`src/rtl/core/pfbs_pkg.sv`:
```
// Package for the priority failover backoff selector: widths, register and
// action codes, payload structs and the table entry layout.
// No dependencies.
`timescale 1ns / 1ps

package pfbs_pkg;

  localparam int ENDPOINTS  = 16;
  localparam int IDX_W      = $clog2(ENDPOINTS);
  localparam int CNT_W      = IDX_W + 1;
  localparam int TIME_BITS  = 32;
  localparam int TALLY_W    = 8;
  localparam int BACKOFF_W  = 16;
  localparam int SHIFT_W    = $clog2(BACKOFF_W);
  localparam int WINDOW_W   = 16;
  localparam int THRESH_W   = 8;
  localparam int CFG_ADDR_W = 2;
  localparam int CFG_DATA_W = 16;

  localparam logic [CNT_W-1:0]     ACTIVE_COUNT_RST = CNT_W'(16);
  localparam logic [WINDOW_W-1:0]  ESC_WINDOW_RST   = WINDOW_W'(60);
  localparam logic [BACKOFF_W-1:0] MAX_BACKOFF_RST  = BACKOFF_W'(60);
  localparam logic [THRESH_W-1:0]  ESC_THRESH_RST   = THRESH_W'(5);

  typedef enum logic [1:0] {
    ACT_TICK    = 2'd0,
    ACT_FAIL    = 2'd1,
    ACT_DISABLE = 2'd2,
    ACT_CLEAR   = 2'd3
  } action_t;

  typedef enum logic [1:0] {
    MODE_AVAILABLE   = 2'd0,
    MODE_TEMP_FAILED = 2'd1,
    MODE_DISABLED    = 2'd2
  } mode_t;

  typedef enum logic [CFG_ADDR_W-1:0] {
    REG_ACTIVE_COUNT  = 2'd0,
    REG_ESC_WINDOW    = 2'd1,
    REG_MAX_BACKOFF   = 2'd2,
    REG_ESC_THRESHOLD = 2'd3
  } cfg_reg_t;

  typedef enum logic [2:0] {
    ST_IDLE,
    ST_FETCH,
    ST_MODIFY,
    ST_COMMIT,
    ST_SWEEP,
    ST_SCAN
  } state_t;

  typedef struct packed {
    action_t           action;
    logic [IDX_W-1:0]  endpoint_index;
  } cmd_t;

  typedef struct packed {
    logic [IDX_W-1:0]  next_index;
    logic              next_valid;
  } result_t;

  typedef struct packed {
    mode_t                 mode;
    logic [TALLY_W-1:0]    tally;
    logic [TIME_BITS-1:0]  last_fail;
    logic [TIME_BITS-1:0]  retry_at;
  } entry_t;

  localparam entry_t ENTRY_RESET = '{
    mode:      MODE_AVAILABLE,
    tally:     '0,
    last_fail: '0,
    retry_at:  '0
  };

endpackage

```
`src/rtl/core/priority_failover_backoff_selector_core.sv`:
```
// Top level of the priority failover backoff selector: endpoint table in a
// synchronous memory, update sequencer and first-usable scan.
// Depends on pfbs_pkg.
`timescale 1ns / 1ps

// A command is taken when start is high and busy is low; busy then stays high
// until the result is ready, and the result shows on result for exactly one
// cycle with done high, the first cycle busy is low again. The receiver cannot
// hold results off. All endpoint state sits in one 16-entry table with a
// registered read port, so every command ends with a scan that reads one entry
// per cycle from entry 0 and stops at the first usable entry, or after the
// first min(active_count,16) entries when none is usable. Before the scan a
// tick adds nothing; for an endpoint below the active count a disable adds a
// read and a write back, a failure report a read, a count update and a backoff
// with write back, and a reset of temporary failures a sweep of all entries,
// one entry read per cycle, write back one behind. After reset the table is
// ready at once. Configuration writes are taken at any cycle and must come
// only while idle.
module priority_failover_backoff_selector_core
  import pfbs_pkg::*;
(
  input  logic                   clk,
  input  logic                   rst,
  input  logic                   start,
  output logic                   busy,
  input  cmd_t                   cmd,
  output logic                   done,
  output result_t                result,
  input  logic                   cfg_we,
  input  logic [CFG_ADDR_W-1:0]  cfg_addr,
  input  logic [CFG_DATA_W-1:0]  cfg_wdata
);

  state_t state, state_next;

  logic [CNT_W-1:0]     active_count;
  logic [WINDOW_W-1:0]  esc_window;
  logic [BACKOFF_W-1:0] max_backoff;
  logic [THRESH_W-1:0]  esc_threshold;

  logic [TIME_BITS-1:0] time_now;

  entry_t               mem [ENDPOINTS];
  logic [ENDPOINTS-1:0] vld;
  entry_t               rd_q;
  logic                 vld_q;
  logic [IDX_W-1:0]     addr_q;
  entry_t               ent;

  logic [IDX_W-1:0]     rd_addr;
  logic                 mem_we;
  logic [IDX_W-1:0]     mem_wa;
  entry_t               mem_wd;

  action_t              act_q;
  logic [IDX_W-1:0]     idx_q;
  logic [CNT_W-1:0]     ptr;
  logic                 pipe;
  logic [TALLY_W-1:0]   tally_q;

  logic                 accept;
  logic [CNT_W-1:0]     limit;
  logic                 in_range;
  logic                 usable;
  logic                 finish;
  logic                 hit;

  // failure report arithmetic
  logic [TIME_BITS-1:0] elapsed;
  logic                 restart;
  logic [TALLY_W-1:0]   tally_base;
  logic [TALLY_W-1:0]   tally_inc;
  logic [TALLY_W-1:0]   shift_amt;
  logic [BACKOFF_W-1:0] pow2;
  logic [BACKOFF_W-1:0] backoff;
  logic [TIME_BITS:0]   retry_sum;
  entry_t               commit_entry;

  assign busy     = (state != ST_IDLE);
  assign accept   = start && !busy;
  assign limit    = (active_count > CNT_W'(ENDPOINTS)) ? CNT_W'(ENDPOINTS) : active_count;
  assign in_range = ({1'b0, cmd.endpoint_index} < limit);

  // unwritten entries read as their reset contents
  assign ent = vld_q ? rd_q : ENTRY_RESET;

  assign usable = (ent.mode == MODE_AVAILABLE) ||
                  ((ent.mode == MODE_TEMP_FAILED) && (time_now >= ent.retry_at));

  assign elapsed    = time_now - ent.last_fail;
  assign restart    = (ent.tally != '0) &&
                      (elapsed > {{(TIME_BITS-WINDOW_W){1'b0}}, esc_window});
  assign tally_base = restart ? '0 : ent.tally;
  assign tally_inc  = (tally_base == '1) ? tally_base : tally_base + TALLY_W'(1);

  assign shift_amt  = tally_q - TALLY_W'(1);
  assign pow2       = {{(BACKOFF_W-1){1'b0}}, 1'b1} << shift_amt[SHIFT_W-1:0];
  assign backoff    = (shift_amt >= TALLY_W'(BACKOFF_W)) ? max_backoff :
                      (pow2 > max_backoff) ? max_backoff : pow2;
  assign retry_sum  = {1'b0, time_now} + {{(TIME_BITS+1-BACKOFF_W){1'b0}}, backoff};

  always_comb begin
    commit_entry.mode      = (tally_q >= esc_threshold) ? MODE_DISABLED : MODE_TEMP_FAILED;
    commit_entry.tally     = tally_q;
    commit_entry.last_fail = time_now;
    // saturate at the top of the time range
    commit_entry.retry_at  = retry_sum[TIME_BITS] ? '1 : retry_sum[TIME_BITS-1:0];
  end

  // next state
  always_comb begin
    state_next = state;
    case (state)
      ST_IDLE: begin
        if (accept) begin
          case (cmd.action)
            ACT_TICK:    state_next = ST_SCAN;
            ACT_FAIL,
            ACT_DISABLE: state_next = in_range ? ST_FETCH : ST_SCAN;
            ACT_CLEAR:   state_next = ST_SWEEP;
            default:     state_next = ST_SCAN;
          endcase
        end
      end
      ST_FETCH:  state_next = ST_MODIFY;
      ST_MODIFY: state_next = (act_q == ACT_FAIL) ? ST_COMMIT : ST_SCAN;
      ST_COMMIT: state_next = ST_SCAN;
      ST_SWEEP:  state_next = ptr[IDX_W] ? ST_SCAN : ST_SWEEP;
      ST_SCAN:   state_next = finish ? ST_IDLE : ST_SCAN;
      default:   state_next = ST_IDLE;
    endcase
  end

  // memory controls and scan outcome
  always_comb begin
    mem_we  = 1'b0;
    mem_wa  = idx_q;
    mem_wd  = ent;
    rd_addr = ptr[IDX_W-1:0];
    finish  = 1'b0;
    hit     = 1'b0;
    case (state)
      ST_MODIFY: begin
        if (act_q == ACT_DISABLE) begin
          mem_we      = 1'b1;
          mem_wd.mode = MODE_DISABLED;
        end
      end
      ST_COMMIT: begin
        mem_we = 1'b1;
        mem_wd = commit_entry;
      end
      ST_SWEEP: begin
        // write back one entry behind the read
        if (pipe && (ent.mode == MODE_TEMP_FAILED)) begin
          mem_we          = 1'b1;
          mem_wa          = addr_q;
          mem_wd.mode     = MODE_AVAILABLE;
          mem_wd.tally    = '0;
          mem_wd.retry_at = '0;
        end
      end
      ST_SCAN: begin
        if (pipe && usable) begin
          finish = 1'b1;
          hit    = 1'b1;
        end else if (ptr >= limit) begin
          finish = 1'b1;
        end
      end
      default: ;
    endcase
  end

  always_ff @(posedge clk) begin
    if (rst) begin
      state <= ST_IDLE;
    end else begin
      state <= state_next;
    end
  end

  always_ff @(posedge clk) begin
    if (rst) begin
      active_count  <= ACTIVE_COUNT_RST;
      esc_window    <= ESC_WINDOW_RST;
      max_backoff   <= MAX_BACKOFF_RST;
      esc_threshold <= ESC_THRESH_RST;
    end else if (cfg_we) begin
      case (cfg_reg_t'(cfg_addr))
        REG_ACTIVE_COUNT:  active_count  <= cfg_wdata[CNT_W-1:0];
        REG_ESC_WINDOW:    esc_window    <= cfg_wdata[WINDOW_W-1:0];
        REG_MAX_BACKOFF:   max_backoff   <= cfg_wdata[BACKOFF_W-1:0];
        REG_ESC_THRESHOLD: esc_threshold <= cfg_wdata[THRESH_W-1:0];
        default: ;
      endcase
    end
  end

  // time counter holds at all ones
  always_ff @(posedge clk) begin
    if (rst) begin
      time_now <= '0;
    end else if (accept && (cmd.action == ACT_TICK) && (time_now != '1)) begin
      time_now <= time_now + TIME_BITS'(1);
    end
  end

  // table memory
  always_ff @(posedge clk) begin
    if (mem_we) begin
      mem[mem_wa] <= mem_wd;
    end
    rd_q   <= mem[rd_addr];
    addr_q <= rd_addr;
  end

  always_ff @(posedge clk) begin
    if (rst) begin
      vld   <= '0;
      vld_q <= 1'b0;
    end else begin
      if (mem_we) begin
        vld[mem_wa] <= 1'b1;
      end
      vld_q <= vld[rd_addr];
    end
  end

  always_ff @(posedge clk) begin
    if (accept) begin
      act_q <= cmd.action;
      idx_q <= cmd.endpoint_index;
    end
    if (state == ST_MODIFY) begin
      tally_q <= tally_inc;
    end
  end

  always_ff @(posedge clk) begin
    if (rst) begin
      ptr  <= '0;
      pipe <= 1'b0;
    end else if ((state_next == ST_SCAN) && (state != ST_SCAN)) begin
      ptr  <= '0;
      pipe <= 1'b0;
    end else if (state == ST_IDLE) begin
      ptr  <= (state_next == ST_FETCH) ? {1'b0, cmd.endpoint_index} : '0;
      pipe <= 1'b0;
    end else if (state == ST_SWEEP) begin
      ptr  <= ptr[IDX_W] ? ptr : ptr + CNT_W'(1);
      pipe <= !ptr[IDX_W];
    end else if (state == ST_SCAN) begin
      ptr  <= (ptr < limit) ? ptr + CNT_W'(1) : ptr;
      pipe <= (ptr < limit);
    end
  end

  // result beat
  always_ff @(posedge clk) begin
    if (rst) begin
      done <= 1'b0;
    end else begin
      done <= finish;
    end
  end

  always_ff @(posedge clk) begin
    if (finish) begin
      result.next_index <= hit ? addr_q : '0;
      result.next_valid <= hit;
    end
  end

endmodule

```
`config.mk`:
```
export PLATFORM = sky130hd
export DESIGN_NAME = priority_failover_backoff_selector_core
export DESIGN_NICKNAME = d
export VERILOG_FILES = /design/src/rtl/core/pfbs_pkg.sv /design/src/rtl/core/priority_failover_backoff_selector_core.sv
export SDC_FILE = /design/constraint.sdc
export NUM_CORES = 2
export LEC_CHECK = 0
export BUFFER_PORTS_ARGS = -buffer_cell sky130_fd_sc_hd__buf_4
export CAP_MARGIN = 10
export CORE_MARGIN = 1
export CORE_UTILIZATION = 57
export CTS_CLUSTER_SIZE = 14
export DETAILED_ROUTE_END_ITERATION = 7
export PLACE_DENSITY = 0.71
export SLEW_MARGIN = 20
export SYNTH_ARGS = -nofsm -noshare
export SYNTH_HDL_FRONTEND = slang
export SYNTH_SLANG_ARGS = --single-unit
```
`constraint.sdc`:
```
create_clock -name clk -period 8.74 [get_ports clk]
set_clock_uncertainty 0.15 [all_clocks]
set_input_delay 1.311 -clock clk [delete_from_list [all_inputs] [get_ports clk]]
set_output_delay 1.311 -clock clk [all_outputs]
set_load 0.02 [all_outputs]
```
**Word level (Yosys, flattened, before mapping)**

Memory sizes are Yosys's and may differ from the RTL's. A register that Yosys moved wholly into a read port is not among the register bits.
Cells that the tools add are included.
Widths: inputs -> output; s select.

- Magnitude comparators: 12
- Bitwise logic cells: 1
- Shift-type cells: 1
- $add $sub $neg: 6
- Eq/ne operators: 20
- Reductions and logical operators: 30
- Muxes and demuxes: 46

Operators with widths:

| operator | count |
|---|---|
| $mux 32 | 3 |
| $mux 74 | 1 |
| $pmux 32 s2 | 1 |
| $add 32x16->33 | 1 |
| $add 32x1->32 const B | 1 |
| $ge 32x32->1 | 1 |
| $gt 32x16->1 | 1 |
| $mux 16 | 2 |
| $ne 32x32->1 const B | 1 |
| $sub 32x32->32 | 1 |
| $mux 5 | 6 |
| $pmux 3 s6 | 1 |
| $gt 16x16->1 | 1 |
| $mux 8 | 2 |
| $or 16x16->16 | 1 |
| $pmux 8 s2 | 1 |
| $shl 1x4->16 const A | 1 |
| $mux 1 | 14 |
| $mux 3 | 4 |
| $mux 4 | 3 |
| $eq 2x2->1 const B | 5 |
| $lt 4x5->1 const B | 2 |
| $mux 10 | 1 |
| $reduce_and 2->1 | 5 |
| other kinds (33) | 56 |

- Output and inout bits: 7
- Input port bits: 28
- Memory bits (writable): 1184
- Memories: 1
- Flip-flop bits (word level): 127
- Logic and storage cells: 135

Memories:

| memory | depth | width | rd ports | clocked after memory_dff | wr ports | RTL line | source |
|---|---|---|---|---|---|---|---|
| mem | 16 | 74 | 1 | 1 | 1 | priority_failover_backoff_selector_core.sv:43 | `entry_t mem [ENDPOINTS];` |

**Logic depth before layout (Yosys ltp)**

- Word-level depth: 12
- Depth in mapped cells: 31
- Mapped depth without buffers: 29

**Least setup slack after synthesis**

No wires, ideal clock.

- Path kind: reg-to-reg
- Start point: register vld_q
- End point: register tally_q[1], data pin
- Path buffers: 3
- Arrival time: 6.305 ns
- Setup time: 0.260 ns
- Setup slack: 2.024 ns
- Required time: 8.330 ns
- Period minus slack after synthesis: 6.716 ns
- Stages on the path, launching flop included: 31
- Path through: dfxtp_1 > clkbuf_1 > clkbuf_1 > clkbuf_1 > nand2_1 > fa_1 > a211oi_1 > nor2_1 > a21o_1 > nor2_1 > o21ai_0 > a21o_1 > a21oi_1 > xnor2_1 > ha_1 > a21oi_1 > nand2_1 > a221oi_1 > o211ai_1 > a2111oi_0 > o2111ai_1 > nor4_1 > nand4_1 > nor3_1 > and2_1 > ha_1 > nand2_1 > or3_1 > nor2_1 > nand2_2 > mux2_4

- Word-level cells in the longest chain between the ends: 7
- Elaborated cells on any way between the ends: 9
- Classes of those cells: add/sub (2); order compare (1); eq/ne (1); mux (3); reduce/logical (2)

RTL lines:

| item | RTL line | source |
|---|---|---|
| start: declaration | priority_failover_backoff_selector_core.sv:46 | `logic vld_q;` |
| start signal: assignment | priority_failover_backoff_selector_core.sv:226 | `vld_q <= vld[rd_addr];` |
| $mux 74 * | priority_failover_backoff_selector_core.sv:85 | `assign ent = vld_q ? rd_q : ENTRY_RESET;` |
| $sub 32x32->32 | priority_failover_backoff_selector_core.sv:90 | `assign elapsed = time_now - ent.last_fail;` |
| $gt 32x16->1 | priority_failover_backoff_selector_core.sv:92 | `(elapsed > {{(TIME_BITS-WINDOW_W){1'b0}}, esc_window});` |
| $logic_and 1x1->1 | priority_failover_backoff_selector_core.sv:91 | `assign restart = (ent.tally != '0) &&` |
| $mux 8 * | priority_failover_backoff_selector_core.sv:93 | `assign tally_base = restart ? '0 : ent.tally;` |
| $add 8x1->8 or $eq 8x8->1 (tied branches) | priority_failover_backoff_selector_core.sv:94 | `assign tally_inc = (tally_base == '1) ? tally_base : tally_base + TALLY_W'(1);` |
| $mux 8 * | priority_failover_backoff_selector_core.sv:94 |  |
| via tally_inc[1] | priority_failover_backoff_selector_core.sv:72 | `logic [TALLY_W-1:0] tally_inc;` |
| end signal: assignment | priority_failover_backoff_selector_core.sv:236 | `tally_q <= tally_inc;` |
| end: declaration | priority_failover_backoff_selector_core.sv:59 | `logic [TALLY_W-1:0] tally_q;` |

The timed path passes the listed nets; every way through them passes the cells marked *.
A chain may end at the register's enable or synchronous reset.

**Worst setup path in the final report**

Same ends and word-level chain as after synthesis.

==> impl_results.md <==
* Switch Pwr at 0.003335 W
* Worst-Skew Late Latency at 770 ps
* Reported max-cap violation count at 0
* Pin count of the biggest net entering global routing at 148
* First-pass GRT wire length at 211900 microns
* Number of synthesized register bits at 1385
* TritonCTS buffer count at 141
* Gr usage total at 28.53%
* WP data required at 9090 ps
* Design Power at 0.01468 W
* Syn Inst Count at 3343
* I/O Buffers at 34
* Final HPWL DP at 84050 microns
* Startpoint class of the critical path: flop
* Number of library cell types mapped by synthesis at 87
* Comb power frac at 8.9%
* Dpl ws at 1273 ps
* Post-synth top area share at 62.65%
* Clock Tree Buf Depth at 3
* Number of flops mapped to enable cells by yosys at 1203
* Die area at 102400 sq um
* Clock Tree Root: clkbuf_16
* Setup violators final at 0
* Final number of max-transition violations at 0
* Placer Congestion at 0.9616
* Period utilisation layout at 86.81%
* Min-Delay Path Class: flop to flop
* Syn Area/Cell at 17.25 sq um
* Seq pwr share at 50.1%
* Site Rows at 116
* Final Util at 64.56%
* Chip Width at 320.1 microns
* CORE AREA at 100100 sq um
* Critical path class: flop to flop
* Via Count at 32019
* Post-CTS Setup Inserts at 0
* Vias/cell at 6.560
* Starting Density at 57.57%
* Worst-path maximum fanout at 30
* 1st-iter DRT viols at 3686
* Antenna Violating Nets Remaining at 0
* Layout cells sized above 1 at 22.52%
* Synth area leader: edfxtp_1
* Avg WL per Cell at 29.32 microns
* Hold Vio Cnt, Final at 0
* Syn_nets at 3508
* Max VDD drop at 0.1873 mV
* Cell-internal power at 0.01134 W
* Die Y at 320.1 microns
* Register area share after synthesis at 68.97%
* Synth async-reset ratio at 0%
* Ys flop type: edfxtp_1
* PD cells at 227.0 nW/um^2
* Ant. Diodes at 0
* Vias in the first global route at 32165
* Cells taking the most area after synthesis: edfxtp_1 63%, mux4_2 15%, dfxtp_1 6.3%
* Leakage at 19.91 nW
* Final setup margin at 1152 ps
* Clock-pin slew on the worst setup and hold paths at 60 ps
* Design Area, Final at 64650 sq um
* Filler cells at 6771
* Synth warn at 0
* Status: finished, final reports clean
* # IOs at 35
* CTS sink cnt at 1385
* Clock share of power at 41.0%
* Layout Nets at 3628
* Critical Path End Type: flop
* Fin crit period at 7588 ps
* Pre-antenna DRT Iters at 6
* TNS Setup at 0 ps
* Cell Area, Synth at 57660 sq um
* Least-Margin Pin Slew at 1180 ps
* Antenna violations before repair at 3
* Routed wire length at 143100 microns
* Post-cts gate resize count at 0
* Total grt overflow at 0
* Area growth syn-to-layout at 12.13%
* Fmax at 0.1318 GHz
* RSZ-0062 raised after global routing: no
* Net Sw Frac at 22.72%
* Area post-placement at 59900 sq um
* Remaining routing DRC violations at 0
* Critical Path AT at 7940 ps
* Max_slew headroom at 21.30%
* Hold-fix buffers, CTS at 0
* H-tree levels at 4
* CTS tree: done
-- final timing paths --
check	cells past startpoint	to	from	slack [ps]
setup / recovery	27	tally_q[1]	vld_q	1150
hold / removal	2	esc_threshold[7]	esc_threshold[7]	310
setup reg to reg	27	tally_q[1]	vld_q	1150
hold reg to reg	2	esc_threshold[7]	esc_threshold[7]	310
-- worst max-delay path, stage by stage, from the launching register on --
cell,delay (ps)
dfxtp_4,540
buf_4,390
nand2_1,120
ha_1,390
a21oi_1,100
o21ai_0,470
nor2_1,150
o21ai_0,310
a21o_1,160
a21oi_1,70
xnor2_1,220
ha_1,300
a21oi_1,140
nand2_1,70
a221oi_1,290
o211ai_1,140
a2111oi_0,620
o2111ai_1,230
nor4_1,210
nand4_1,320
nor3_1,380
and2_1,180
ha_1,200
nand2_1,60
or3_1,400
nor2_1,280
nand2_2,110
mux2_4,320
-- Yosys cell counts, types with 15 or more instances --
cell	number
nand3_1	35
xnor2_1	31
nand2_1	275
clkbuf_1	122
nand2b_1	20
nand4_1	38
a21oi_1	116
buf_1	28
a21o_1	39
inv_1	71
xor2_1	36
nor2_1	185
and3_1	21
dfxtp_1	182
o31ai_1	17
ha_1	135
or3_1	23
o21ai_0	108
nor3_1	28
mux4_2	375
edfxtp_1	1203
mux2_2	15
-- cells in the final DEF, fill, tap and decap left out, types with 12 or more instances in the layout --
master / count
nor2b_1: 14
ha_1: 135
clkbuf_8: 14
a31oi_1: 12
buf_4: 131
nand2_1: 275
a211oi_1: 12
xor2_1: 36
clkbuf_1: 38
nand3_1: 35
or3_1: 23
a21oi_1: 113
and3_1: 21
o21ai_0: 101
clkinv_2: 23
nand4_1: 38
a21o_1: 39
nor2_4: 16
o31ai_1: 16
mux4_2: 375
xnor2_1: 31
mux2_2: 15
nand2b_1: 20
mux2i_1: 14
clkinv_1: 15
inv_1: 71
nor3_1: 28
clkbuf_16: 143
nor4_1: 13
nor2_1: 167
dfxtp_1: 177
edfxtp_1: 1203
-- kinds of logic (layout without fill, tap and decap cells) --
| logic type | count (synthesis) | count (layout) | share of synthesized area (%) |
|---|---|---|---|
| buf+inv | 231 | 471 | 1.536 |
| flops | 1385 | 1385 | 68.97 |
| compound gates | 406 | 406 | 4.475 |
| xor+xnor | 67 | 67 | 1.018 |
| fa+ha+maj | 137 | 137 | 2.999 |
| simple gates | 711 | 711 | 5.772 |
| mux | 406 | 406 | 15.23 |
-- through the flow --
stage	instances	hold slack, ps
5_1_grt	4881	328.4
2_1_floorplan	3343	204.0
4_1_cts	4880	306.8
6_report	4881	308.6
3_3_place_gp	4617	291.8
3_5_place_dp	4617	297.5
-- registers in the layout, summed over array words and instances (netlist names), 8 cells and up --
register and flops:
vld 16, tally_q 8, esc_window 16, rd_q 74
mem 1184, max_backoff 16, esc_threshold 8, time_now 32
-- power groups by stage --
| stage | clock (W) | sequential (W) | combinational (W) |
|---|---|---|---|
| 4_1_cts | 0.00610 | 0.00734 | 0.00133 |
| 5_1_grt | 0.00635 | 0.00735 | 0.00140 |
| 6_report | 0.00602 | 0.00735 | 0.00131 |
| 2_1_floorplan | 0 | 0.00740 | 0.00104 |
| 3_3_place_gp | 0 | 0.00748 | 0.00130 |
| 3_5_place_dp | 0 | 0.00748 | 0.00132 |
-- metal layers --
metal / vias to the layer above / share of wire [%] / GRT usage [%]
li1: 13575 / - / -
met1: 16707 / 41 / 41.27
met2: 1511 / 48 / 44.99
met3: 226 / 8.4 / 5.066
met4: 0 / 2.5 / 8.102
met5: - / 0 / 0
-- area by class of cell --
cell class,count,area [sq um],area share (%)
flip-flops and latches,1385,39790,61.54
multi-input cells,1727,17180,26.58
clock buffers,195,3914,6.054
well taps,1298,1624,2.512
repair buffers,137,1091,1.688
clock inverters,68,785.8,1.215
inverters,71,266.5,0.4122
(Power assumes the default switching activity.)
